==> src/peu_pkg.sv <==
package peu_pkg;

    localparam int FRAC_BITS = 16;

    localparam longint unsigned GRAV_RAW =
        ((64'd4903325 << FRAC_BITS) + 64'd500000000) / 64'd1000000000;
    localparam longint unsigned PAD_RAW = ((64'd5 << FRAC_BITS) + 64'd50) / 64'd100;
    localparam logic [15:0] GRAVITY_RESET = (GRAV_RAW > 64'd65535) ? 16'hFFFF : 16'(GRAV_RAW);
    localparam logic [15:0] PADDING_RESET = (PAD_RAW > 64'd65535) ? 16'hFFFF : 16'(PAD_RAW);

    localparam logic [1:0] CFG_ENABLE  = 2'd0;
    localparam logic [1:0] CFG_GRAVITY = 2'd1;
    localparam logic [1:0] CFG_PADDING = 2'd2;

    typedef enum logic [1:0] {
        KIND_PARTICLE = 2'd0,
        KIND_BOX_MIN  = 2'd1,
        KIND_BOX_MAX  = 2'd2
    } t_kind;

    localparam logic [19:0] AGE_MAX = 20'hFFFFF;

    // divide by 1000: radix-16 restoring steps on a biased unsigned dividend
    localparam int DIV_W     = 44;
    localparam int DIV_RADIX = 4;
    localparam int DIV_STEPS = DIV_W / DIV_RADIX;
    localparam int CNT_W     = 4;
    localparam logic [10:0] DIVISOR = 11'd1000;
    // 1000 * 2^32 keeps the dividend positive, +500 rounds half up
    localparam logic [DIV_W-1:0] DIV_BIAS = 44'd4294967296500;
    localparam logic signed [34:0] QUOT_OFFSET = 35'sd4294967296;

    localparam logic signed [34:0] S32_MAX_W = 35'sd2147483647;
    localparam logic signed [34:0] S32_MIN_W = -35'sd2147483648;

    localparam int QUEUE_DEPTH = 2;
    localparam int QPTR_W      = $clog2(QUEUE_DEPTH);
    localparam int QCNT_W      = $clog2(QUEUE_DEPTH + 1);

    typedef struct packed {
        logic             enable;
        logic             move;
        logic             last;
        logic             alive_out;
        logic [19:0]      age_out;
        logic [9:0]       tick;
        logic [2:0][31:0] pos;
        logic [2:0][31:0] vel;
    } t_job;

    typedef struct packed {
        logic [1:0]       kind;
        logic             alive;
        logic [19:0]      age;
        logic [2:0][31:0] pos;
        logic [31:0]      vel_y;
        logic             sys_alive;
        logic             last;
    } t_result;

    typedef struct packed {
        logic [9:0]       rem;
        logic [DIV_W-1:0] quo;
    } t_div_state;

    function automatic logic [31:0] sat32(input logic signed [34:0] v);
        if (v > S32_MAX_W) begin
            return 32'h7FFF_FFFF;
        end else if (v < S32_MIN_W) begin
            return 32'h8000_0000;
        end
        return v[31:0];
    endfunction

    function automatic t_div_state div_step(input logic [9:0] rem, input logic [DIV_W-1:0] quo);
        t_div_state s;
        logic [10:0] trial;
        s.rem = rem;
        s.quo = quo;
        for (int k = 0; k < DIV_RADIX; k++) begin
            trial = {s.rem, s.quo[DIV_W-1]};
            s.quo = {s.quo[DIV_W-2:0], 1'b0};
            if (trial >= DIVISOR) begin
                trial = trial - DIVISOR;
                s.quo[0] = 1'b1;
            end
            s.rem = trial[9:0];
        end
        return s;
    endfunction

endpackage

==> src/peu_front.sv <==
module peu_front (
    input  logic              i_valid,
    input  logic              i_alive_in,
    input  logic [9:0]        i_tick_ms,
    input  logic [19:0]       i_age_in,
    input  logic [19:0]       i_age_limit,
    input  logic              i_has_mass,
    input  logic signed [31:0] i_pos_x,
    input  logic signed [31:0] i_pos_y,
    input  logic signed [31:0] i_pos_z,
    input  logic signed [31:0] i_vel_x,
    input  logic signed [31:0] i_vel_y,
    input  logic signed [31:0] i_vel_z,
    input  logic              i_tick_last,
    input  logic              i_enable,
    input  logic [15:0]       i_gravity_rate,
    input  logic              i_queue_full,
    output logic              o_stall,
    output logic              o_push,
    output peu_pkg::t_job     o_job
);

    logic [20:0]        age_sum;
    logic [19:0]        age_sat;
    logic               dead;
    logic               active;
    logic [25:0]        grav_dv;
    logic signed [34:0] vy_wide;
    logic [31:0]        vy_new;

    always_comb begin
        age_sum = {1'b0, i_age_in} + 21'(i_tick_ms);
        age_sat = age_sum[20] ? peu_pkg::AGE_MAX : age_sum[19:0];
        dead    = age_sat >= i_age_limit;
        active  = i_enable && i_alive_in;
        grav_dv = 26'(i_gravity_rate) * 26'(i_tick_ms);
        vy_wide = 35'(i_vel_y) - $signed({9'b0, grav_dv});
        vy_new  = peu_pkg::sat32(vy_wide);
    end

    assign o_stall = i_queue_full;
    assign o_push  = i_valid && !i_queue_full;

    always_comb begin
        o_job.enable    = i_enable;
        o_job.move      = active && !dead;
        o_job.last      = i_tick_last;
        o_job.alive_out = i_enable ? (active && !dead) : i_alive_in;
        o_job.age_out   = active ? age_sat : i_age_in;
        o_job.tick      = i_tick_ms;
        o_job.pos       = {i_pos_z, i_pos_y, i_pos_x};
        o_job.vel       = {i_vel_z, (active && !dead && i_has_mass) ? vy_new : i_vel_y, i_vel_x};
    end

endmodule

==> config.mk <==
export PLATFORM = sky130hd
export DESIGN_NAME = peu_front
export DESIGN_NICKNAME = d
export VERILOG_FILES = /design/src/peu_pkg.sv /design/src/peu_front.sv
export SDC_FILE = /design/constraint.sdc
export NUM_CORES = 1
export LEC_CHECK = 0
export ABC_AREA = 1
export BUFFER_PORTS_ARGS = -buffer_cell sky130_fd_sc_hd__clkbuf_2
export CORE_AREA = 5 5 188 190
export DETAILED_ROUTE_END_ITERATION = 16
export DIE_AREA = 0 0 193 195
export GPL_ROUTABILITY_DRIVEN = 0
export GPL_TIMING_DRIVEN = 0
export SETUP_SLACK_MARGIN = 0.05
export SKIP_LAST_GASP = 1
export SYNTH_ARGS = -nofsm -noshare
export SYNTH_HDL_FRONTEND = slang
export SYNTH_SLANG_ARGS = --single-unit
==> constraint.sdc <==
create_clock -name vclk -period 10.8
set_input_delay 2.16 -clock vclk [all_inputs]
set_output_delay 2.16 -clock vclk [all_outputs]
set_load 0.005 [all_outputs]
==> impl_metrics.toml <==
[status]
outcome = "completed"

[global_route]
grt_antenna_before_repair = 2
first_global_vias = 11400
grt_pass1_wl_um = 57000
track_usage_pct = 18.1
grt_overflow = 0
grt_busiest_layer = "met2"
grtUsageMet1_pct = 24.3
met2_usage_pct = 32.5
grtUsageMet3_pct = 1.18
grt_max_degree = 11

[setup_path]
end_kind = "output port"
crit_slowest_cell = "fa_1"
cp_common_cell = "nand2_1"
cp_max_fo = 10
critPathKind = "input pin to output port"
worst_ep_required_time_ns = 8.64
crit_buf_inv = 9
setup.worst_path.start_class = "input pin"
cp.arrival_ns = 8.43
critical_path.top_delay_family = "adder cells"
critPathMaxStageDelay_ns = 0.56

[route]
vias = 12000
post_drt_via_cell_ratio = 4.58
drt-wirelength-per-cell_um = 14.2
routed_wl_um = 37200
drtAntennaViolNets = 0
drt_iter0_drc = 602
drt_first_pass_iters = 6
drc_errors = 0

[synth]
yosys.cell_types.count = 42
ys_warn_count = 0
synth_area_leader_cell = "nand2_1"
synthCells = 1843
synth_top_cells_by_count = "nand2_1, inv_1, buf_4"
yosysSeqAreaShare_pct = 0
syn-cell-area_um2 = 11300
synthesis.nets = 2337
synth.top_cell.area_share_pct = 20.6
yosys-top-cells-area = "nand2_1, fa_1, ha_1, inv_1, buf_4"
synth_most_common_cell = "nand2_1"
avgSynthCellArea_um2 = 6.14

[flow_run]
drv_cap = 0

[placement]
placed_area_um2 = 13500
dp_hpwl_um = 32900
port_buffers = 315
dp.cells = 2606

[floorplan]
rows = 67
initial_utilization_pct = 34.0
io_pins = 492
fp.coreArea_um2 = 33300
die_area_um2 = 37600
chipHeight_um = 195
die_x_um = 193

[sta]
fin_hold_ws_ns = 4.49
slew_headroom_pct = 62.7
hold_viol = 0
min_period_over_period_pct = 98.1
report.final.slew_viol_count = 0
setup_viol = 0
worst_pin_slew_ns = 0.559
fmax_mhz = 94.4
tns_ns = 0
period_needed_ns = 10.59

[layout]
final_nets = 2672
stdcell_count = 2626
n_clock_buffer = 0
area_growth_pct = 27.5
stdcell_area_um2 = 14400
drive_gt1_share_pct = 30.7
ff_latch_area_um2 = 0
seq_cells = 0

[clock_tree]
cts_hold_buf = 0

[worst_hold_path]
hold_path_class = "input pin to output port"
[cell usage in the layout (no fill, tap or decap), types with 10 or more instances in the layout]
| cell type | count |
|---|---|
| a21o_1 | 12 |
| a21oi_1 | 41 |
| a21oi_2 | 15 |
| a31oi_1 | 10 |
| buf_4 | 199 |
| buf_6 | 12 |
| clkbuf_2 | 312 |
| fa_1 | 112 |
| ha_1 | 103 |
| ha_4 | 12 |
| inv_1 | 365 |
| nand2_1 | 606 |
| nand2_2 | 36 |
| nand3_1 | 58 |
| nor2_1 | 73 |
| nor2_2 | 12 |
| nor3_1 | 14 |
| o21ai_0 | 21 |
| xnor2_1 | 12 |
| xor2_1 | 29 |
[routing by layer]
metal	wire [um]	up-vias	share of wire [%]
li1	-	6017	-
met1	15700	5547	42
met4	478	0	1.3
met2	18300	448	49
met5	0	-	0
met3	2700	26	7.3
[final timing paths]
| kind | from | to | slack (ns) | depth (start not counted) |
|---|---|---|---|---|
| worst max-delay path | i_tick_ms[5] | o_job[62] | 0.21 | 32 |
| worst min-delay path | i_pos_y[8] | o_job[136] | 4.49 | 2 |
[logic make-up after synthesis]
logic type / Yosys count / share of synthesized area [%]
compound gates: 131 / 6.77
simple gates: 839 / 30.4
xor+xnor: 48 / 3.72
fa+ha+maj: 230 / 32.9
buf+inv: 595 / 26.3
[layout make-up]
type | instances | area, um2
Antenna cell | 2 | 5.00
Buffer | 218 | 1760
Fill cell | 3542 | 18900
Inverter | 368 | 1380
Multi-Input combinational cell | 1248 | 8810
Tap cell | 448 | 561
Timing Repair Buffer | 342 | 1900
[metrics by stage]
stage / worst slack (ns) / util (%)
CTS: 0.0507 / 41.5
global route: -0.0167 / 43.3
finish: 0.210 / 43.3
global placement: -1.02 / 40.4
floorplan: 0.504 / -
detailed placement: -1.07 / 40.4
[timing repair]
action                     4_1_cts  5_1_grt
cloned                           0        4
gates resized for setup         82      113
pin swaps                        9       50
setup endpoints to repair       32       31
buffers inserted                 6       17
Power is left out: the tool's default activity adds up to more than one toggle a clock period on the data nets, which glitch-free logic cannot reach.
