<file path="config.mk">
export PLATFORM = sky130hd
export DESIGN_NAME = peu_back
export DESIGN_NICKNAME = d
export VERILOG_FILES = /design/src/peu_pkg.sv /design/src/peu_back.sv
export SDC_FILE = /design/constraint.sdc
export NUM_CORES = 2
export LEC_CHECK = 0
export BUFFER_PORTS_ARGS = -buffer_cell sky130_fd_sc_hd__clkbuf_2
export CAP_MARGIN = 15
export CORE_ASPECT_RATIO = 1.75
export CORE_MARGIN = 2
export CORE_UTILIZATION = 55
export DETAILED_ROUTE_END_ITERATION = 10
export GPL_TIMING_DRIVEN = 0
export PLACE_DENSITY = 0.75
export SLEW_MARGIN = 25
export SYNTH_ARGS = -nofsm -noshare
export SYNTH_HDL_FRONTEND = slang
export SYNTH_SLANG_ARGS = --single-unit
</file>
<file path="constraint.sdc">
create_clock -name i_clk -period 16 [get_ports i_clk]
set_input_delay 0.8 -clock i_clk [delete_from_list [all_inputs] [get_ports i_clk]]
set_output_delay 0.8 -clock i_clk [all_outputs]
set_load 0.01 [all_outputs]
</file>
<file path="src/peu_pkg.sv">
package peu_pkg;

    localparam int FRAC_BITS = 16;

    localparam longint unsigned GRAV_RAW =
        ((64'd4903325 << FRAC_BITS) + 64'd500000000) / 64'd1000000000;
    localparam longint unsigned PAD_RAW = ((64'd5 << FRAC_BITS) + 64'd50) / 64'd100;
    localparam logic [15:0] GRAVITY_RESET = (GRAV_RAW > 64'd65535) ? 16'hFFFF : 16'(GRAV_RAW);
    localparam logic [15:0] PADDING_RESET = (PAD_RAW > 64'd65535) ? 16'hFFFF : 16'(PAD_RAW);

    localparam logic [1:0] CFG_ENABLE  = 2'd0;
    localparam logic [1:0] CFG_GRAVITY = 2'd1;
    localparam logic [1:0] CFG_PADDING = 2'd2;

    typedef enum logic [1:0] {
        KIND_PARTICLE = 2'd0,
        KIND_BOX_MIN  = 2'd1,
        KIND_BOX_MAX  = 2'd2
    } t_kind;

    localparam logic [19:0] AGE_MAX = 20'hFFFFF;

    // divide by 1000: radix-16 restoring steps on a biased unsigned dividend
    localparam int DIV_W     = 44;
    localparam int DIV_RADIX = 4;
    localparam int DIV_STEPS = DIV_W / DIV_RADIX;
    localparam int CNT_W     = 4;
    localparam logic [10:0] DIVISOR = 11'd1000;
    // 1000 * 2^32 keeps the dividend positive, +500 rounds half up
    localparam logic [DIV_W-1:0] DIV_BIAS = 44'd4294967296500;
    localparam logic signed [34:0] QUOT_OFFSET = 35'sd4294967296;

    localparam logic signed [34:0] S32_MAX_W = 35'sd2147483647;
    localparam logic signed [34:0] S32_MIN_W = -35'sd2147483648;

    localparam int QUEUE_DEPTH = 2;
    localparam int QPTR_W      = $clog2(QUEUE_DEPTH);
    localparam int QCNT_W      = $clog2(QUEUE_DEPTH + 1);

    typedef struct packed {
        logic             enable;
        logic             move;
        logic             last;
        logic             alive_out;
        logic [19:0]      age_out;
        logic [9:0]       tick;
        logic [2:0][31:0] pos;
        logic [2:0][31:0] vel;
    } t_job;

    typedef struct packed {
        logic [1:0]       kind;
        logic             alive;
        logic [19:0]      age;
        logic [2:0][31:0] pos;
        logic [31:0]      vel_y;
        logic             sys_alive;
        logic             last;
    } t_result;

    typedef struct packed {
        logic [9:0]       rem;
        logic [DIV_W-1:0] quo;
    } t_div_state;

    function automatic logic [31:0] sat32(input logic signed [34:0] v);
        if (v > S32_MAX_W) begin
            return 32'h7FFF_FFFF;
        end else if (v < S32_MIN_W) begin
            return 32'h8000_0000;
        end
        return v[31:0];
    endfunction

    function automatic t_div_state div_step(input logic [9:0] rem, input logic [DIV_W-1:0] quo);
        t_div_state s;
        logic [10:0] trial;
        s.rem = rem;
        s.quo = quo;
        for (int k = 0; k < DIV_RADIX; k++) begin
            trial = {s.rem, s.quo[DIV_W-1]};
            s.quo = {s.quo[DIV_W-2:0], 1'b0};
            if (trial >= DIVISOR) begin
                trial = trial - DIVISOR;
                s.quo[0] = 1'b1;
            end
            s.rem = trial[9:0];
        end
        return s;
    endfunction

endpackage

</file>
<file path="src/peu_back.sv">
module peu_back (
    input  logic             i_clk,
    input  logic             i_rst_n,
    input  peu_pkg::t_job    i_job,
    input  logic             i_empty,
    output logic             o_pop,
    input  logic [15:0]      i_padding,
    input  logic             i_out_stall,
    output logic             o_out_valid,
    output peu_pkg::t_result o_result
);

    typedef enum logic [8:0] {
        S_IDLE = 9'b000000001,
        S_MUL  = 9'b000000010,
        S_LOAD = 9'b000000100,
        S_DIV  = 9'b000001000,
        S_ADD  = 9'b000010000,
        S_BOX  = 9'b000100000,
        S_EMIT = 9'b001000000,
        S_BMIN = 9'b010000000,
        S_BMAX = 9'b100000000
    } t_state;

    t_state                        r_state;
    t_state                        n_state;
    peu_pkg::t_job                 r_job;
    logic [31:0]                   r_pos     [3];
    logic signed [42:0]            r_prod    [3];
    logic [peu_pkg::DIV_W-1:0]     r_div     [3];
    logic [9:0]                    r_rem     [3];
    logic [peu_pkg::CNT_W-1:0]     r_cnt;
    logic [31:0]                   r_box_min [3];
    logic [31:0]                   r_box_max [3];
    logic                          r_box_valid;
    logic                          r_ovalid;
    logic                          n_ovalid;
    peu_pkg::t_result              r_result;
    peu_pkg::t_result              n_result;

    logic                          out_free;
    logic                          load_out;
    logic                          box_end;
    logic signed [42:0]            prod_n    [3];
    peu_pkg::t_div_state           step_n    [3];
    logic [31:0]                   pos_n     [3];
    logic [31:0]                   pad_min   [3];
    logic [31:0]                   pad_max   [3];

    assign out_free = !r_ovalid || !i_out_stall;
    assign box_end  = r_job.enable && r_job.last && r_box_valid;

    always_comb begin
        for (int i = 0; i < 3; i++) begin
            prod_n[i]  = $signed(r_job.vel[i]) * $signed({1'b0, r_job.tick});
            step_n[i]  = peu_pkg::div_step(r_rem[i], r_div[i]);
            pos_n[i]   = peu_pkg::sat32(35'($signed(r_job.pos[i]))
                                        + $signed({2'b0, r_div[i][32:0]})
                                        - peu_pkg::QUOT_OFFSET);
            pad_min[i] = peu_pkg::sat32(35'($signed(r_box_min[i])) - $signed({19'b0, i_padding}));
            pad_max[i] = peu_pkg::sat32(35'($signed(r_box_max[i])) + $signed({19'b0, i_padding}));
        end
    end

    always_comb begin
        n_state  = r_state;
        o_pop    = 1'b0;
        load_out = 1'b0;
        n_result = r_result;
        unique case (r_state)
            S_IDLE: begin
                if (!i_empty) begin
                    o_pop   = 1'b1;
                    n_state = i_job.move ? S_MUL : S_EMIT;
                end
            end
            S_MUL:  n_state = S_LOAD;
            S_LOAD: n_state = S_DIV;
            S_DIV: begin
                if (r_cnt == peu_pkg::CNT_W'(peu_pkg::DIV_STEPS - 1)) begin
                    n_state = S_ADD;
                end
            end
            S_ADD:  n_state = S_BOX;
            S_BOX:  n_state = S_EMIT;
            S_EMIT: begin
                if (out_free) begin
                    load_out           = 1'b1;
                    n_result.kind      = peu_pkg::KIND_PARTICLE;
                    n_result.alive     = r_job.alive_out;
                    n_result.age       = r_job.age_out;
                    n_result.pos       = {r_pos[2], r_pos[1], r_pos[0]};
                    n_result.vel_y     = r_job.vel[1];
                    n_result.sys_alive = 1'b0;
                    n_result.last      = !box_end;
                    n_state            = box_end ? S_BMIN : S_IDLE;
                end
            end
            S_BMIN: begin
                if (out_free) begin
                    load_out           = 1'b1;
                    n_result.kind      = peu_pkg::KIND_BOX_MIN;
                    n_result.alive     = 1'b0;
                    n_result.age       = '0;
                    n_result.pos       = {pad_min[2], pad_min[1], pad_min[0]};
                    n_result.vel_y     = '0;
                    n_result.sys_alive = 1'b0;
                    n_result.last      = 1'b0;
                    n_state            = S_BMAX;
                end
            end
            S_BMAX: begin
                if (out_free) begin
                    load_out           = 1'b1;
                    n_result.kind      = peu_pkg::KIND_BOX_MAX;
                    n_result.alive     = 1'b0;
                    n_result.age       = '0;
                    n_result.pos       = {pad_max[2], pad_max[1], pad_max[0]};
                    n_result.vel_y     = '0;
                    n_result.sys_alive = 1'b1;
                    n_result.last      = 1'b1;
                    n_state            = S_IDLE;
                end
            end
            default: n_state = S_IDLE;
        endcase
    end

    always_comb begin
        if (load_out) begin
            n_ovalid = 1'b1;
        end else if (!i_out_stall) begin
            n_ovalid = 1'b0;
        end else begin
            n_ovalid = r_ovalid;
        end
    end

    always_ff @(posedge i_clk) begin
        if (!i_rst_n) begin
            r_state     <= S_IDLE;
            r_ovalid    <= 1'b0;
            r_box_valid <= 1'b0;
            r_cnt       <= '0;
        end else begin
            r_state  <= n_state;
            r_ovalid <= n_ovalid;
            if (r_state == S_LOAD) begin
                r_cnt <= '0;
            end else if (r_state == S_DIV) begin
                r_cnt <= r_cnt + 1'b1;
            end
            if (r_state == S_BOX) begin
                r_box_valid <= 1'b1;
            end else if (r_state == S_EMIT && out_free && r_job.last && !box_end) begin
                r_box_valid <= 1'b0;
            end else if (r_state == S_BMAX && out_free) begin
                r_box_valid <= 1'b0;
            end
        end
    end

    always_ff @(posedge i_clk) begin
        if (load_out) begin
            r_result <= n_result;
        end
        if (r_state == S_IDLE && !i_empty) begin
            r_job <= i_job;
            for (int i = 0; i < 3; i++) begin
                r_pos[i] <= i_job.pos[i];
            end
        end
        for (int i = 0; i < 3; i++) begin
            if (r_state == S_MUL) begin
                r_prod[i] <= prod_n[i];
            end
            if (r_state == S_LOAD) begin
                r_div[i] <= peu_pkg::DIV_W'(r_prod[i]) + peu_pkg::DIV_BIAS;
                r_rem[i] <= '0;
            end
            if (r_state == S_DIV) begin
                r_div[i] <= step_n[i].quo;
                r_rem[i] <= step_n[i].rem;
            end
            if (r_state == S_ADD) begin
                r_pos[i] <= pos_n[i];
            end
            if (r_state == S_BOX) begin
                if (!r_box_valid || $signed(r_pos[i]) < $signed(r_box_min[i])) begin
                    r_box_min[i] <= r_pos[i];
                end
                if (!r_box_valid || $signed(r_pos[i]) > $signed(r_box_max[i])) begin
                    r_box_max[i] <= r_pos[i];
                end
            end
        end
    end

    assign o_out_valid = r_ovalid;
    assign o_result    = r_result;

endmodule

</file>
==> results.toml <==
[critical_path]
crit_slowest_cell = "clkbuf_1"
critical_path_class = "reg -> reg"
path_common_cell = "fa_1"
max_stage_delay_ns = 0.91
cp-end-kind = "flip-flop"
regToRegStartpoint = "r_job[196]"
r2r_end = "r_prod[0][41]"
critical_path.top_delay_family = "adder cells"
critPathBufInv = 6
cp.required_ns = 16.44
critPathLaunchType = "flip-flop"
rrSetupSlack_ns = 6.52
crit_chain = "clkbuf_1, clkbuf_1, clkbuf_1, nand2_1, fa_1, fa_1, inv_1, fa_1, fa_1, inv_1, fa_1, inv_1, ha_1, nand3_1, a211oi_1, o21ai_0, a21oi_1, o21bai_1, o21ai_0, nand4_1, a31oi_1, a221o_1, a21oi_1, xnor2_1"
critPathArrivalTime_ns = 9.92
cp_max_fo = 10
ff2ff_path_depth = 24

[timing]
rsz0062_at_grt = "false"
tightest_slew_ns = 1.286
slew_viol_final = 0
clock_skew_ns = 0.04962
finalCritPeriodShare_pct = 59.25
setup_viol = 0
fin_crit_ns = 9.480
fmax_mhz = 105.5
slew_headroom_pct = 14.26
hold_slack_ns = 0.2212
hold_viol_final = 0

[global_route]
grt-busiest-layer = "met2"
grt_pass1_vias = 72583
grt_max_degree = 57
antenna_found_initial = 27
grt_overflow = 0
met2_usage_pct = 59.29
use_met1_pct = 35.79
grt_use_met3_pct = 5.539
grt_first_pass_wirelength_microns = 423900
grt_use_total_pct = 34.24

[synth]
synth_fp_nets = 10888
synth_seq_area_share_pct = 32.42
synth.avg_cell_area_sq_um = 9.904
synth_area_leaders = "edfxtp_1 (32%), fa_1 (19%), ha_1 (11%)"
ys_ff_latch = 971
syn_area_sq_um = 89480
synth_top_area_share_pct = 32.08
yosys.area.top_type = "edfxtp_1"
yosysWarnings = 0
synth_top_flop_cell = "edfxtp_1"
synth-edff-count = 956
async_flop_share_pct = 0
syn_inst = 9035
ys_types = 101

[clock_tree]
numCtsBuffers = 93
clkLatencyLatePin_ns = 0.75
postCtsSetupBuffers = 0
clk_pin_slew_ns = 0.07
cts_tree = "done"
hold_buffers = 0
h-tree-depth = 3
numClockSinks = 971
cts.path.max_buffers = 3
cts_resized = 0
cts_root_buf = "clkbuf_16"

[worst_hold_path]
hold_depth = 1
holdCritPathClass = "in -> reg"
holdCritStartpoint = "i_job[216]"
min_to = "r_job[216]"

[cells_and_area]
utilization_pct = 61.10
drive_gt1_share_pct = 7.478
n_fill_cell = 13473
most-common-layout-cells = "inv_1 (1289), nand2_1 (1017), edfxtp_1 (956)"
syn2layout_area_growth_pct = 10.28
final_common_cell = "inv_1"
fin_nets = 11441

[floorplanning]
pin_count = 401
start_util_pct = 55.40
die_y_microns = 537.6
row_count = 195
core_area_sq_um = 161500
die_area_sq_um = 166100
die_w_microns = 308.9

[placement]
dpl.hpwl_microns = 233600
port_buffers = 400
gp_congestion = 1.053

[detailed_routing]
vias_per_cell = 5.868
route.detailed.drc = 2
drt_iter0_markers = 5286
wl_per_cell_microns = 23.91
dr.pass1.iters = 11
route.vias.total = 69568
drt-total-wl_microns = 283500
ant_nets = 0

[status]
violations = "DRC"
status = "finished with violations"

[job]
maxCapViolCount = 0
## layout make-up
type                            instances  area [sq um]  area share, %
Timing Repair Buffer                  458          2993          3.033
Buffer                                339          1316          1.334
Sequential cell                       971         29010          29.39
Antenna cell                           20         50.05        0.05072
Inverter                             1289          4838          4.903
Multi-Input combinational cell       6436         54490          55.22
Clock buffer                          102          2414          2.446
Tap cell                             2167          2711          2.748
Clock inverter                         74         858.3         0.8698
## state kept, by name (all words and copies together) (netlist names)
name         count
o_out_valid      1
o_result       152
r_box_max       96
r_box_min       96
r_box_valid      1
r_cnt            4
r_div          132
r_job          225
r_pos           96
r_prod         129
r_rem           30
r_state          9
## worst register-to-register path, delay by kind of cell (launching register included)
kind | cells | cell delay [ns]
AND/OR/NAND/NOR | 3 | 0.48
flip-flops | 1 | 0.32
AO/OA/AOI/OAI | 8 | 2.40
buffers and inverters | 6 | 2.64
XOR/XNOR | 1 | 0.44
adder cells (fa/ha/maj) | 6 | 2.92
## layer usage
metal | part of all wire (%) | wire, microns
met1 | 34 | 95840
met4 | 11 | 30710
met2 | 49 | 138200
met5 | 0.054 | 152
met3 | 6.5 | 18530
## kinds of logic (layout without fill, tap and decap cells)
kind of cell | after synthesis | after routing | synth area share (%)
multiplexers | 31 | 31 | 0.3747
AO/OA/AOI/OAI | 1607 | 1607 | 11.35
flip-flops | 971 | 971 | 32.42
XOR/XNOR | 498 | 498 | 4.874
adder cells (fa/ha/maj) | 1607 | 1607 | 29.44
other | 0 | 20 | 0
AND/OR/NAND/NOR | 2693 | 2693 | 14.70
buffers and inverters | 1628 | 2262 | 6.843
## synth_stat cells, types with 14 or more instances
| cell | count |
|---|---|
| a211o_1 | 15 |
| a211oi_1 | 34 |
| a21boi_0 | 23 |
| a21o_1 | 177 |
| a21oi_1 | 450 |
| a221o_1 | 48 |
| a31oi_1 | 33 |
| a41oi_1 | 14 |
| and2_1 | 449 |
| and3_1 | 127 |
| and4_1 | 14 |
| buf_1 | 24 |
| clkbuf_1 | 312 |
| dfxtp_1 | 15 |
| edfxtp_1 | 956 |
| fa_1 | 831 |
| ha_1 | 776 |
| inv_1 | 1289 |
| mux2i_1 | 17 |
| nand2_1 | 1018 |
| nand2b_1 | 87 |
| nand3_1 | 165 |
| nand3b_1 | 20 |
| nand4_1 | 77 |
| nor2_1 | 424 |
| nor2b_1 | 78 |
| nor3_1 | 82 |
| nor4_1 | 30 |
| o2111ai_1 | 27 |
| o211ai_1 | 37 |
| o21a_1 | 79 |
| o21ai_0 | 457 |
| o21bai_1 | 33 |
| o22ai_1 | 41 |
| o31ai_1 | 30 |
| or3_1 | 46 |
| xnor2_1 | 339 |
| xor2_1 | 159 |
## metrics by stage
step | cells | instance area, sq um | setup WS [ns] | setup TNS [ns]
finish | 11856 | 98680 | 6.520 | 0
global route | 11839 | 98640 | 6.461 | 0
CTS | 11835 | 98620 | 6.907 | 0
detailed placement | 11659 | 95350 | 6.992 | 0
global placement | 11602 | 94200 | -4.144 | -717.18
floorplan | 9035 | 89480 | 0.5139 | 0
## how the worst max path moves through the flow
stage / start / to / slack [ns] / cells after the start
final: r_job[196] / r_prod[0][41] / 6.52 / 24
after detailed placement: r_job[195] / r_prod[0][38] / 6.99 / 24
after global placement: r_state[6] / r_state[2] / -4.14 / 5
after CTS: r_job[195] / r_prod[0][38] / 6.91 / 24
after global routing: r_job[196] / r_prod[0][39] / 6.46 / 24
after floorplan: r_state[6] / r_state[2] / 0.51 / 5
Power is not shown: default switching activity piles up to over one toggle a cycle in this logic, so the estimate is an artifact.
