`src/peu_pkg.sv`:
```
package peu_pkg;

    localparam int FRAC_BITS = 16;

    localparam longint unsigned GRAV_RAW =
        ((64'd4903325 << FRAC_BITS) + 64'd500000000) / 64'd1000000000;
    localparam longint unsigned PAD_RAW = ((64'd5 << FRAC_BITS) + 64'd50) / 64'd100;
    localparam logic [15:0] GRAVITY_RESET = (GRAV_RAW > 64'd65535) ? 16'hFFFF : 16'(GRAV_RAW);
    localparam logic [15:0] PADDING_RESET = (PAD_RAW > 64'd65535) ? 16'hFFFF : 16'(PAD_RAW);

    localparam logic [1:0] CFG_ENABLE  = 2'd0;
    localparam logic [1:0] CFG_GRAVITY = 2'd1;
    localparam logic [1:0] CFG_PADDING = 2'd2;

    typedef enum logic [1:0] {
        KIND_PARTICLE = 2'd0,
        KIND_BOX_MIN  = 2'd1,
        KIND_BOX_MAX  = 2'd2
    } t_kind;

    localparam logic [19:0] AGE_MAX = 20'hFFFFF;

    // divide by 1000: radix-16 restoring steps on a biased unsigned dividend
    localparam int DIV_W     = 44;
    localparam int DIV_RADIX = 4;
    localparam int DIV_STEPS = DIV_W / DIV_RADIX;
    localparam int CNT_W     = 4;
    localparam logic [10:0] DIVISOR = 11'd1000;
    // 1000 * 2^32 keeps the dividend positive, +500 rounds half up
    localparam logic [DIV_W-1:0] DIV_BIAS = 44'd4294967296500;
    localparam logic signed [34:0] QUOT_OFFSET = 35'sd4294967296;

    localparam logic signed [34:0] S32_MAX_W = 35'sd2147483647;
    localparam logic signed [34:0] S32_MIN_W = -35'sd2147483648;

    localparam int QUEUE_DEPTH = 2;
    localparam int QPTR_W      = $clog2(QUEUE_DEPTH);
    localparam int QCNT_W      = $clog2(QUEUE_DEPTH + 1);

    typedef struct packed {
        logic             enable;
        logic             move;
        logic             last;
        logic             alive_out;
        logic [19:0]      age_out;
        logic [9:0]       tick;
        logic [2:0][31:0] pos;
        logic [2:0][31:0] vel;
    } t_job;

    typedef struct packed {
        logic [1:0]       kind;
        logic             alive;
        logic [19:0]      age;
        logic [2:0][31:0] pos;
        logic [31:0]      vel_y;
        logic             sys_alive;
        logic             last;
    } t_result;

    typedef struct packed {
        logic [9:0]       rem;
        logic [DIV_W-1:0] quo;
    } t_div_state;

    function automatic logic [31:0] sat32(input logic signed [34:0] v);
        if (v > S32_MAX_W) begin
            return 32'h7FFF_FFFF;
        end else if (v < S32_MIN_W) begin
            return 32'h8000_0000;
        end
        return v[31:0];
    endfunction

    function automatic t_div_state div_step(input logic [9:0] rem, input logic [DIV_W-1:0] quo);
        t_div_state s;
        logic [10:0] trial;
        s.rem = rem;
        s.quo = quo;
        for (int k = 0; k < DIV_RADIX; k++) begin
            trial = {s.rem, s.quo[DIV_W-1]};
            s.quo = {s.quo[DIV_W-2:0], 1'b0};
            if (trial >= DIVISOR) begin
                trial = trial - DIVISOR;
                s.quo[0] = 1'b1;
            end
            s.rem = trial[9:0];
        end
        return s;
    endfunction

endpackage

```
`src/peu_queue.sv`:
```
module peu_queue (
    input  logic          i_clk,
    input  logic          i_rst_n,
    input  logic          i_push,
    input  peu_pkg::t_job i_job,
    input  logic          i_pop,
    output logic          o_full,
    output logic          o_empty,
    output peu_pkg::t_job o_job
);

    peu_pkg::t_job               r_mem [peu_pkg::QUEUE_DEPTH];
    logic [peu_pkg::QPTR_W-1:0]  r_wptr;
    logic [peu_pkg::QPTR_W-1:0]  r_rptr;
    logic [peu_pkg::QCNT_W-1:0]  r_count;
    logic                        do_pop;

    assign o_full  = r_count == peu_pkg::QCNT_W'(peu_pkg::QUEUE_DEPTH);
    assign o_empty = r_count == '0;
    assign o_job   = r_mem[r_rptr];
    assign do_pop  = i_pop && !o_empty;

    always_ff @(posedge i_clk) begin
        if (i_push) begin
            r_mem[r_wptr] <= i_job;
        end
    end

    always_ff @(posedge i_clk) begin
        if (!i_rst_n) begin
            r_wptr  <= '0;
            r_rptr  <= '0;
            r_count <= '0;
        end else begin
            if (i_push) begin
                r_wptr <= (r_wptr == peu_pkg::QPTR_W'(peu_pkg::QUEUE_DEPTH - 1)) ? '0 : r_wptr + 1'b1;
            end
            if (do_pop) begin
                r_rptr <= (r_rptr == peu_pkg::QPTR_W'(peu_pkg::QUEUE_DEPTH - 1)) ? '0 : r_rptr + 1'b1;
            end
            if (i_push && !do_pop) begin
                r_count <= r_count + 1'b1;
            end else if (do_pop && !i_push) begin
                r_count <= r_count - 1'b1;
            end
        end
    end

endmodule

```
`config.mk`:
```
export PLATFORM = sky130hd
export DESIGN_NAME = peu_queue
export DESIGN_NICKNAME = d
export VERILOG_FILES = /design/src/peu_pkg.sv /design/src/peu_queue.sv
export SDC_FILE = /design/constraint.sdc
export NUM_CORES = 1
export LEC_CHECK = 0
export BUFFER_PORTS_ARGS = -buffer_cell sky130_fd_sc_hd__clkbuf_2
export CAP_MARGIN = 20
export CORE_MARGIN = 2
export CORE_UTILIZATION = 49
export CTS_CLUSTER_SIZE = 20
export DETAILED_ROUTE_END_ITERATION = 12
export GPL_TIMING_DRIVEN = 0
export PLACE_DENSITY = 0.75
export SLEW_MARGIN = 20
export SYNTH_ARGS = -nofsm -noshare
export SYNTH_HDL_FRONTEND = slang
export SYNTH_SLANG_ARGS = --single-unit
```
`constraint.sdc`:
```
create_clock -name i_clk -period 14.3 [get_ports i_clk]
set_clock_uncertainty 0.1 [all_clocks]
set_input_delay 1.43 -clock i_clk [delete_from_list [all_inputs] [get_ports i_clk]]
set_output_delay 1.43 -clock i_clk [all_outputs]
set_load 0.005 [all_outputs]
```
==> impl_metrics.ini, run 1 <==
[status]
status = completed

[timing]
worst_slew_pin_slew_ns = 0.735
fin_crit_sh_pct = 24.5
maxSlewHeadroom_pct = 50.9
hold_viol = 0
rsz0062_at_grt = no
fmax_mhz = 286
slew_viol_final = 0
finalSetupViolCount = 0
fin_crit_ns = 3.50

[grt]
grt_pass1_vias = 9058
antenna_found_initial = 1
grt_max_degree = 54
grt_first_pass_wirelength_mm = 51.5
grtUsageTotal_pct = 19.2
grt_overflow_total = 0

[synth]
synth-seq-cells = 457
ys_seq_area_share_pct = 80.0
syn_inst = 725
yosys-top-cells-area = edfxtp_1 79%, mux2_4 12%, mux2_2 5.7%
synth_top_cell_by_area = edfxtp_1
syn-num-nets = 956
synth_async_sr_flop_share_pct = 0
yosysTopAreaCellShare_pct = 79.4
syn_area_per_cell_um2 = 23.6
synth_area_mm2 = 0.0171
yosysMostFrequentCell = edfxtp_1
synth-edff-count = 452
ys_types = 17
ys_top_cells_by_count = 452 x edfxtp_1, 140 x mux2_4, 86 x mux2_2
yosysWarnings = 0
synth_flop_cell = edfxtp_1

[power_and_ir_drop]
p_comb_share_pct = 24.0
powerDensity_mw_per_mm2 = 163
seqPwrFrac_pct = 44.6
leakage_nw = 8.51
ir_worst_vdd_mv = 0.127
p_clk_share_pct = 31.4
p_int_mw = 2.67
p_switching_mw = 0.860
power_mw = 3.53
switching_share_pct = 24.4

[flow_run]
drv_cap = 0

[final_layout]
drive_above_1_share_pct = 60.9
area_growth_pct = 26.7
nets = 1474
fin_cells = 1731

[worst_setup_path]
critPathKind = reg2out
arrival_ns = 1.97
crit_path_max_fanout = 10
end_kind = primary output
max_stage_delay_ns = 0.34
worst-r2r-cell-count = 5
cpMostUsedCell = buf_6
cp.required_ns = 12.77
crit_chain = buf_6 > buf_6 > buf_6 > mux2_4 > clkbuf_2
slowest_stage = mux2_4
start_kind = register

[clock_network]
clkLatencyLatePin_ns = 0.53
holdBufCountCts = 0
path_clk_slew_ns = 0.06
clock_path_buffers = 3
htreeDepth = 2
post_cts_buffers = 0
clock-sinks = 457
cts_tree = built
cts-resized-gates = 0
root_buffer = clkbuf_16
cts_inserted_buffers = 45

[floorplan]
num_rows = 68
start_util_pct = 49.6
die_h_um = 191
io_pins = 458
design.die.area_mm2 = 0.0364
core-area_mm2 = 0.0345
die_w_um = 191

[placed_design]
hpwl_mm = 26.0
place_inst = 1651
port_buffers = 457
gp_congestion = 0.767

[route]
drt-pass1-iter-count = 5
wire_per_inst_um = 20.7
drc = 0
via_per_inst = 5.02
antenna_left = 0
drtIter0Drc = 392
finalWirelength_mm = 35.8
num_vias = 8694

[hold_path]
worstHoldPathCells = 2
hold_path.class = reg2reg
==> worst max-delay path, delay by kind of cell, from the launching register on <==
family / cells / cell delay, ns
buffers and inverters: 4 / 0.75
multiplexers: 1 / 0.34
flip-flops: 1 / 0.32
==> layout by cell type, fill, tap and decap left out <==
master	netlist	layout
xnor2_1	2	2
a21boi_1	1	1
ha_1	1	1
buf_16	0	7
inv_8	0	1
and2_4	0	1
clkbuf_16	0	45
buf_12	0	7
clkbuf_1	0	13
clkbuf_2	0	457
nor2_1	1	1
edfxtp_1	452	452
or3_1	1	1
nor2b_1	3	2
buf_6	17	17
and2_1	4	3
o21ai_1	1	1
diode_2	0	1
clkinv_2	0	3
mux2_2	86	86
clkinv_1	0	13
nor2b_4	0	1
o21a_1	1	1
o21ai_0	1	1
mux2_4	140	140
xor2_1	1	1
dfxtp_1	5	5
bufinv_16	0	4
buf_2	8	8
==> power by group through the flow <==
stage | logic, mW | clock network, mW | registers [mW]
6_report | 0.846 | 1.11 | 1.57
5_1_grt | 0.905 | 1.18 | 1.58
4_1_cts | 0.863 | 1.14 | 1.57
3_5_place_dp | 0.858 | 0 | 1.60
3_3_place_gp | 0.832 | 0 | 1.63
2_1_floorplan | 0.519 | 0 | 1.62
==> worst paths after layout <==
| check | slack [ns] | startpoint | end |
|---|---|---|---|
| hold / removal | 0.43 | r_count[1] | r_count[1] |
| setup / recovery | 10.80 | register | o_job[140] |
| hold reg to reg | 0.43 | r_count[1] | r_count[1] |
| setup reg to reg | 12.03 | r_wptr | r_mem[0][73] |
==> final cells by class <==
type                            count  area [µm²]
Timing Repair Buffer              471        2620
Buffer                             25         231
Multi-Input combinational cell    243        3200
Tap cell                          455         569
Clock inverter                     21         195
Fill cell                        2428       12800
Antenna cell                        1        2.50
Sequential cell                   457       13700
Clock buffer                       58        1170
==> state kept, by name, indices dropped and copies added, names as in the netlist, named ones only <==
register,cells
r_count,2
r_mem,452
r_rptr,1
r_wptr,1
==> kinds of logic after synthesis <==
family / share of synthesized area [%]
adder cells (fa/ha/maj): 0.0732
buffers and inverters: 1.35
XOR/XNOR: 0.154
AND/OR/NAND/NOR: 0.315
multiplexers: 18.0
AO/OA/AOI/OAI: 0.146
flip-flops: 80.0
==> metal layers <==
metal  wire length, µm  GRT usage, %  part of all wire, %
met3              3690          7.45                   10
met2             18600          34.1                   52
met5                 0             0                    0
met1             12400          20.4                   35
met4              1190          7.54                  3.3
==> metrics by stage <==
| step | TNS (ns) | hold slack, ns | setup WS [ns] | instance area (µm²) | utilization (%) |
|---|---|---|---|---|---|
| 2_1_floorplan | 0 | 0.379 | 2.13 | 17100 | - |
| 3_3_place_gp | -818.69 | 0.395 | -3.71 | 19900 | 57.9 |
| 3_5_place_dp | 0 | 0.416 | 10.76 | 20300 | 58.9 |
| 4_1_cts | 0 | 0.425 | 10.71 | 21700 | 62.9 |
| 5_1_grt | 0 | 0.467 | 10.71 | 21700 | 62.9 |
| 6_report | 0 | 0.429 | 10.80 | 21700 | 62.9 |
No activity file was read; power rests on OpenSTA's default activity.
==> run 2: changes to the inputs <==
--- a/config.mk
+++ b/config.mk
@@ -5,10 +5,11 @@
 export SDC_FILE = /design/constraint.sdc
 export NUM_CORES = 1
 export LEC_CHECK = 0
+export ABC_AREA = 1
 export BUFFER_PORTS_ARGS = -buffer_cell sky130_fd_sc_hd__clkbuf_2
 export CAP_MARGIN = 20
 export CORE_MARGIN = 2
-export CORE_UTILIZATION = 49
+export CORE_UTILIZATION = 47
 export CTS_CLUSTER_SIZE = 20
 export DETAILED_ROUTE_END_ITERATION = 12
 export GPL_TIMING_DRIVEN = 0
==> constraint.sdc (replaced) <==
create_clock -name i_clk -period 2.8 [get_ports i_clk]
set_clock_uncertainty 0.1 [all_clocks]
set_input_delay 0.28 -clock i_clk [delete_from_list [all_inputs] [get_ports i_clk]]
set_output_delay 0.28 -clock i_clk [all_outputs]
set_load 0.005 [all_outputs]
==> run 2 against run 1 <==
Worst setup slack lost 10 ns. Largest cell class unchanged. Highest routed layer unchanged. Non-clock buffer count rose by 234. Cell area up 11%.
==> impl_metrics.ini, run 2 <==
[synth]
yosysMostFrequentCell = edfxtp_1
yosysWarnings = 0
synth-edff-count = 452
ys_top_cells_by_count = 452 x edfxtp_1, 140 x mux2_4, 86 x mux2_2
synth_flop_cell = edfxtp_1
ys_seq_area_share_pct = 79.9
syn_area_per_cell_um2 = 23.1
synth_top_cell_by_area = edfxtp_1
yosys-top-cells-area = edfxtp_1 79%, mux2_4 12%, mux2_2 5.7%
synth_async_sr_flop_share_pct = 0
synth-seq-cells = 457
syn-num-nets = 971
syn_inst = 740
synth_area_mm2 = 0.0171
yosysTopAreaCellShare_pct = 79.3
ys_types = 14

[worst_setup_path]
cp.required_ns = 2.42
end_kind = primary output
critPathKind = reg2out
start_kind = register
crit_path_max_fanout = 10
worst-r2r-cell-count = 6
arrival_ns = 1.97

[grt]
grt_pass1_vias = 10824
grt_max_degree = 33
antenna_found_initial = 2
grt_first_pass_wirelength_mm = 62.2
grtUsageTotal_pct = 21.4
grt_overflow_total = 0

[final_layout]
area_growth_pct = 41.0
final_common_cell = clkbuf_2
drive_above_1_share_pct = 51.8
fin_area_mm2 = 0.0241
fillers = 2225
largest-register = r_mem
fin_cells = 1993
final_cell_mix = 457 x clkbuf_2, 452 x edfxtp_1, 230 x dlygate4sd3_1
largest_reg_flops = 452
top_regs = r_mem x452, r_count x2
nets = 1724
final_util_pct = 67.5

[floorplan]
die_w_um = 195
num_rows = 69
start_util_pct = 47.9
design.die.area_mm2 = 0.0379
io_pins = 458
core-area_mm2 = 0.0357
die_h_um = 195

[timing]
hold_viol = 0
slew_viol_final = 0
worst_slew_pin_slew_ns = 0.708
rsz0062_at_grt = no
maxSlewHeadroom_pct = 52.7
fin_crit_ns = 2.35
finalSetupViolCount = 0
fmax_mhz = 426
setup-tns-final_ns = 0
fin_crit_sh_pct = 83.9

[route]
antenna_left = 0
drc = 0
via_per_inst = 4.92
num_vias = 9813
finalWirelength_mm = 41.0
drtIter0Drc = 498
wire_per_inst_um = 20.6
drt-pass1-iter-count = 4

[power_and_ir_drop]
switching_share_pct = 22.5
p_clk_share_pct = 35.6
power_mw = 16.3
p_switching_mw = 3.67
powerDensity_mw_per_mm2 = 675
seqPwrFrac_pct = 49.3
leakage_nw = 9.59
p_comb_share_pct = 15.2
p_int_mw = 12.6
ir_worst_vdd_mv = 0.709

[hold_path]
hold_path.class = in2reg
worstHoldPathCells = 3

[status]
status = completed

[clock_network]
cts_tree = built
path_clk_slew_ns = 0.06
cts_inserted_buffers = 46
root_buffer = clkbuf_16
clock-sinks = 457
clkLatencyLatePin_ns = 0.56
cts-resized-gates = 0
htreeDepth = 2
clock_path_buffers = 3
post_cts_buffers = 0

[placed_design]
port_buffers = 457
gp_congestion = 0.753
place_area_mm2 = 0.0204
place_inst = 1676
hpwl_mm = 25.6

[flow_run]
drv_cap = 0
-- run 2: cell count changes in the layout (fill, tap and decap cells not counted), sizes merged, moves of 3 or more --
cell	before	now
clkinv	16	23
dlygate4sd3	0	230
inv	1	8
and2	4	0
nand2	0	8
nor2b	3	0
nor2	1	10
bufinv	4	1
buf	39	43
-- run 2: layout make-up --
type	instances	area, µm²	area share, %
sequential	457	13700	56.7
timing repair buffer	705	5000	20.7
multi-input combinational	249	3180	13.2
clock buffer	60	1290	5.34
tap	461	577	2.39
buffer	25	231	0.959
clock inverter	25	135	0.560
inverter	9	37.5	0.156
antenna	2	5.00	0.0207
-- run 2: cells by family after synthesis --
family,count (synthesis),share of synthesized area (%)
AO/OA/AOI/OAI,2,0.0584
adder cells (fa/ha/maj),1,0.0731
buffers and inverters,34,1.55
flip-flops,457,79.9
multiplexers,226,17.9
AND/OR/NAND/NOR,20,0.461
-- run 2: per-layer routing --
layer  GRT usage [%]  up-vias  wire [µm]
met1            24.6     4895      15300
li1                -     4454          -
met4            7.55        0        971
met2            38.7      409      21700
met3            5.67       55       3070
met5               0        -          0
-- run 2: final timing paths --
path                                      end  slack (ns)      from
worst max register to register  r_mem[0][190]        0.45    r_wptr
worst max-delay path               o_job[151]        0.45  register
worst min-delay path               r_count[0]        0.07    i_push
worst min register to register       register        0.41    r_rptr
-- run 2: timing repair --
item                                    in CTS  in global routing
endpoints found under the hold margin      457                  0
hold buffers                               230                  0
endpoints found under the setup margin       0                  0
-- run 2: metrics by stage --
stage / hold WS (ns) / setup WS (ns)
after floorplan: 0.279 / -1.47
after global placement: 0.369 / -3.57
after detailed placement: 0.373 / 0.294
after CTS: 0.0168 / 0.356
after global routing: 0.0741 / 0.338
final: 0.0674 / 0.451
-- run 2: power groups by stage --
| stage | Clock [mW] | Combinational (mW) | Sequential [mW] |
|---|---|---|---|
| finish | 5.79 | 2.47 | 8.03 |
| CTS | 5.88 | 2.45 | 8.02 |
| detailed placement | 0 | 2.17 | 8.17 |
| floorplan | 0 | 1.19 | 8.18 |
| global route | 6.18 | 2.63 | 8.06 |
| global placement | 0 | 2.05 | 8.21 |
-- run 2: worst max-delay path, cell delays in order (launching register included) --
cell and delay (ns):
dfxtp_1 0.32, buf_6 0.16, buf_6 0.21, buf_6 0.23, mux2_4 0.31, clkbuf_2 0.15
==> run 3: changes to the inputs <==
==> constraint.sdc (replaced) <==
create_clock -name i_clk -period 1.9 [get_ports i_clk]
set_clock_uncertainty 0.1 [all_clocks]
set_input_delay 0.19 -clock i_clk [delete_from_list [all_inputs] [get_ports i_clk]]
set_output_delay 0.19 -clock i_clk [all_outputs]
set_load 0.005 [all_outputs]
==> run 3 against run 2 <==
Clock power up 48%. Clock-buffer cell count up 3. Critical endpoint is now o_job[79]. Sequential power up 48%. Global-route usage up 1.3 points. Critical path type unchanged. The run now ends with setup timing left. Register-to-register slack worse by 0.38 ns. Core utilization up 4.6 points.
==> impl_metrics.ini, run 3 (synthesis results as in run 2) <==
[status]
status = finished, violations left
violations = setup timing

[hold_path]
hold_path.class = in2reg

[timing]
worst_slew_pin_slew_ns = 0.554
fmax_mhz = 459
maxSlewHeadroom_pct = 62.9
fin_crit_ns = 2.18
rsz0062_at_grt = yes
whs_ns = 0.245
setup-tns-final_ns = -50.48
worst_slack_ns = -0.279
hold_viol = 0
fin_crit_sh_pct = 115
finalSetupViolCount = 226
slew_viol_final = 0

[worst_setup_path]
start_kind = register
cpMostUsedCell = buf_12
cpLargestDelayFamily = buffers and inverters
arrival_ns = 1.89
max_stage_delay_ns = 0.42
reg2reg_slack_ns = 0.07
cp.required_ns = 1.61
crit_buf_inv = 4
slowest_stage = dfxtp_4
critPathKind = reg2out
end_kind = primary output
crit_path_max_fanout = 10
crit_chain = buf_12 > buf_16 > buf_12 > mux2_4 > clkbuf_2

[route]
finalWirelength_mm = 48.1
drt-pass1-iter-count = 4
drtIter0Drc = 541
wire_per_inst_um = 23.7
drc = 0
num_vias = 10308
antenna_left = 0
via_per_inst = 5.08

[final_layout]
final_common_cell = edfxtp_1
largest_reg_flops = 452
final_util_pct = 72.1
drive_above_1_share_pct = 52.8
top_regs = r_mem x452, r_count x2
area_growth_pct = 50.7
final_cell_mix = 452 x edfxtp_1, 404 x clkbuf_2, 230 x dlygate4sd3_1
fin_area_mm2 = 0.0258
largest-register = r_mem
nets = 1762
fillers = 2022

[power_and_ir_drop]
p_clk_share_pct = 33.8
p_switching_mw = 5.88
leakage_nw = 10.4
powerDensity_mw_per_mm2 = 982
switching_share_pct = 23.2
seqPwrFrac_pct = 46.9
ir_worst_vdd_mv = 0.921
p_comb_share_pct = 19.3
p_int_mw = 19.4

[floorplan]
die_w_um = 195
io_pins = 458
core-area_mm2 = 0.0357
num_rows = 69
design.die.area_mm2 = 0.0379
die_h_um = 195
start_util_pct = 47.9

[flow_run]
drv_cap = 0

[clock_network]
path_clk_slew_ns = 0.06
clock_path_buffers = 3
clock-sinks = 457
root_buffer = clkbuf_16
htreeDepth = 2
cts_tree = built
clkLatencyLatePin_ns = 0.57
cts_inserted_buffers = 46

[placed_design]
hpwl_mm = 26.3
port_buffers = 457
gp_congestion = 0.768
place_area_mm2 = 0.0204
pre_cts_slack_ns = -0.451

[grt]
grt_overflow_total = 0
grt_first_pass_wirelength_mm = 64.7
grt_pass1_vias = 11082
grtUsageTotal_pct = 22.7
grt_max_degree = 61
antenna_found_initial = 5
-- run 3: cell count changes in the layout (fill, tap and decap cells not counted), moves of 11 or more --
cell       previous run  this run
mux2_2               86        10
buf_16                7        18
clkbuf_16            49        62
clkbuf_2            457       404
buf_6                17        56
buf_12               11        32
mux2_4              140       216
-- run 3: per-layer routing --
| layer | vias up | GRT usage [%] | routed length [µm] |
|---|---|---|---|
| met2 | 518 | 40.5 | 25200 |
| met3 | 107 | 6.33 | 3870 |
| met1 | 5140 | 25.2 | 17300 |
| met4 | 0 | 10.6 | 1750 |
| li1 | 4543 | - | - |
| met5 | - | 0 | 0 |
-- run 3: layout make-up --
type,instances,area (µm²),area share [%]
diodes,6,15.0,0.0582
plain buffers,23,460,1.79
clock buffers,63,1240,4.80
clock inverters,17,138,0.534
inverters,9,37.5,0.146
multi-input cells,249,3470,13.5
flip-flops and latches,457,13700,53.1
well taps,461,577,2.24
repair buffers,744,6160,23.9
repair inverters,1,5.00,0.0194
-- run 3: final timing paths --
path | start | depth (start not counted) | end
worst max register to register | r_wptr | 6 | r_mem[0][121]
worst min register to register | r_rptr | 2 | r_rptr
worst max-delay path | register | 5 | o_job[79]
worst min-delay path | i_job[25] | 2 | r_mem[0][25]
-- run 3: worst register-to-register path, stage by stage, from the launching register on --
cell,delay (ns)
dfxtp_4,0.36
buf_4,0.14
nor2_4,0.13
buf_6,0.18
buf_16,0.21
buf_16,0.19
buf_12,0.21
-- run 3: power by group through the flow --
stage / combinational (mW) / sequential [mW] / clock, mW
floorplan: 1.76 / 12.1 / 0
global placement: 3.03 / 12.1 / 0
detailed placement: 3.22 / 12.0 / 0
CTS: 4.23 / 11.8 / 8.54
global route: 5.11 / 11.9 / 9.05
finish: 4.88 / 11.9 / 8.55
-- run 3: timing repair --
item                                    4_1_cts  5_1_grt
gates resized for setup                     116      173
pin swaps                                     1        2
setup buffers                                14        6
hold endpoints to repair                    457        0
hold buffers                                231        0
endpoints found under the setup margin      364      326
gates cloned                                 10       16
-- run 3: per-stage QoR --
| step | std cells | power, mW |
|---|---|---|
| 4_1_cts | 2007 | 24.6 |
| 3_5_place_dp | 1676 | 15.3 |
| 2_1_floorplan | 740 | 13.8 |
| 6_report | 2030 | 25.3 |
| 3_3_place_gp | 1658 | 15.1 |
| 5_1_grt | 2028 | 26.1 |
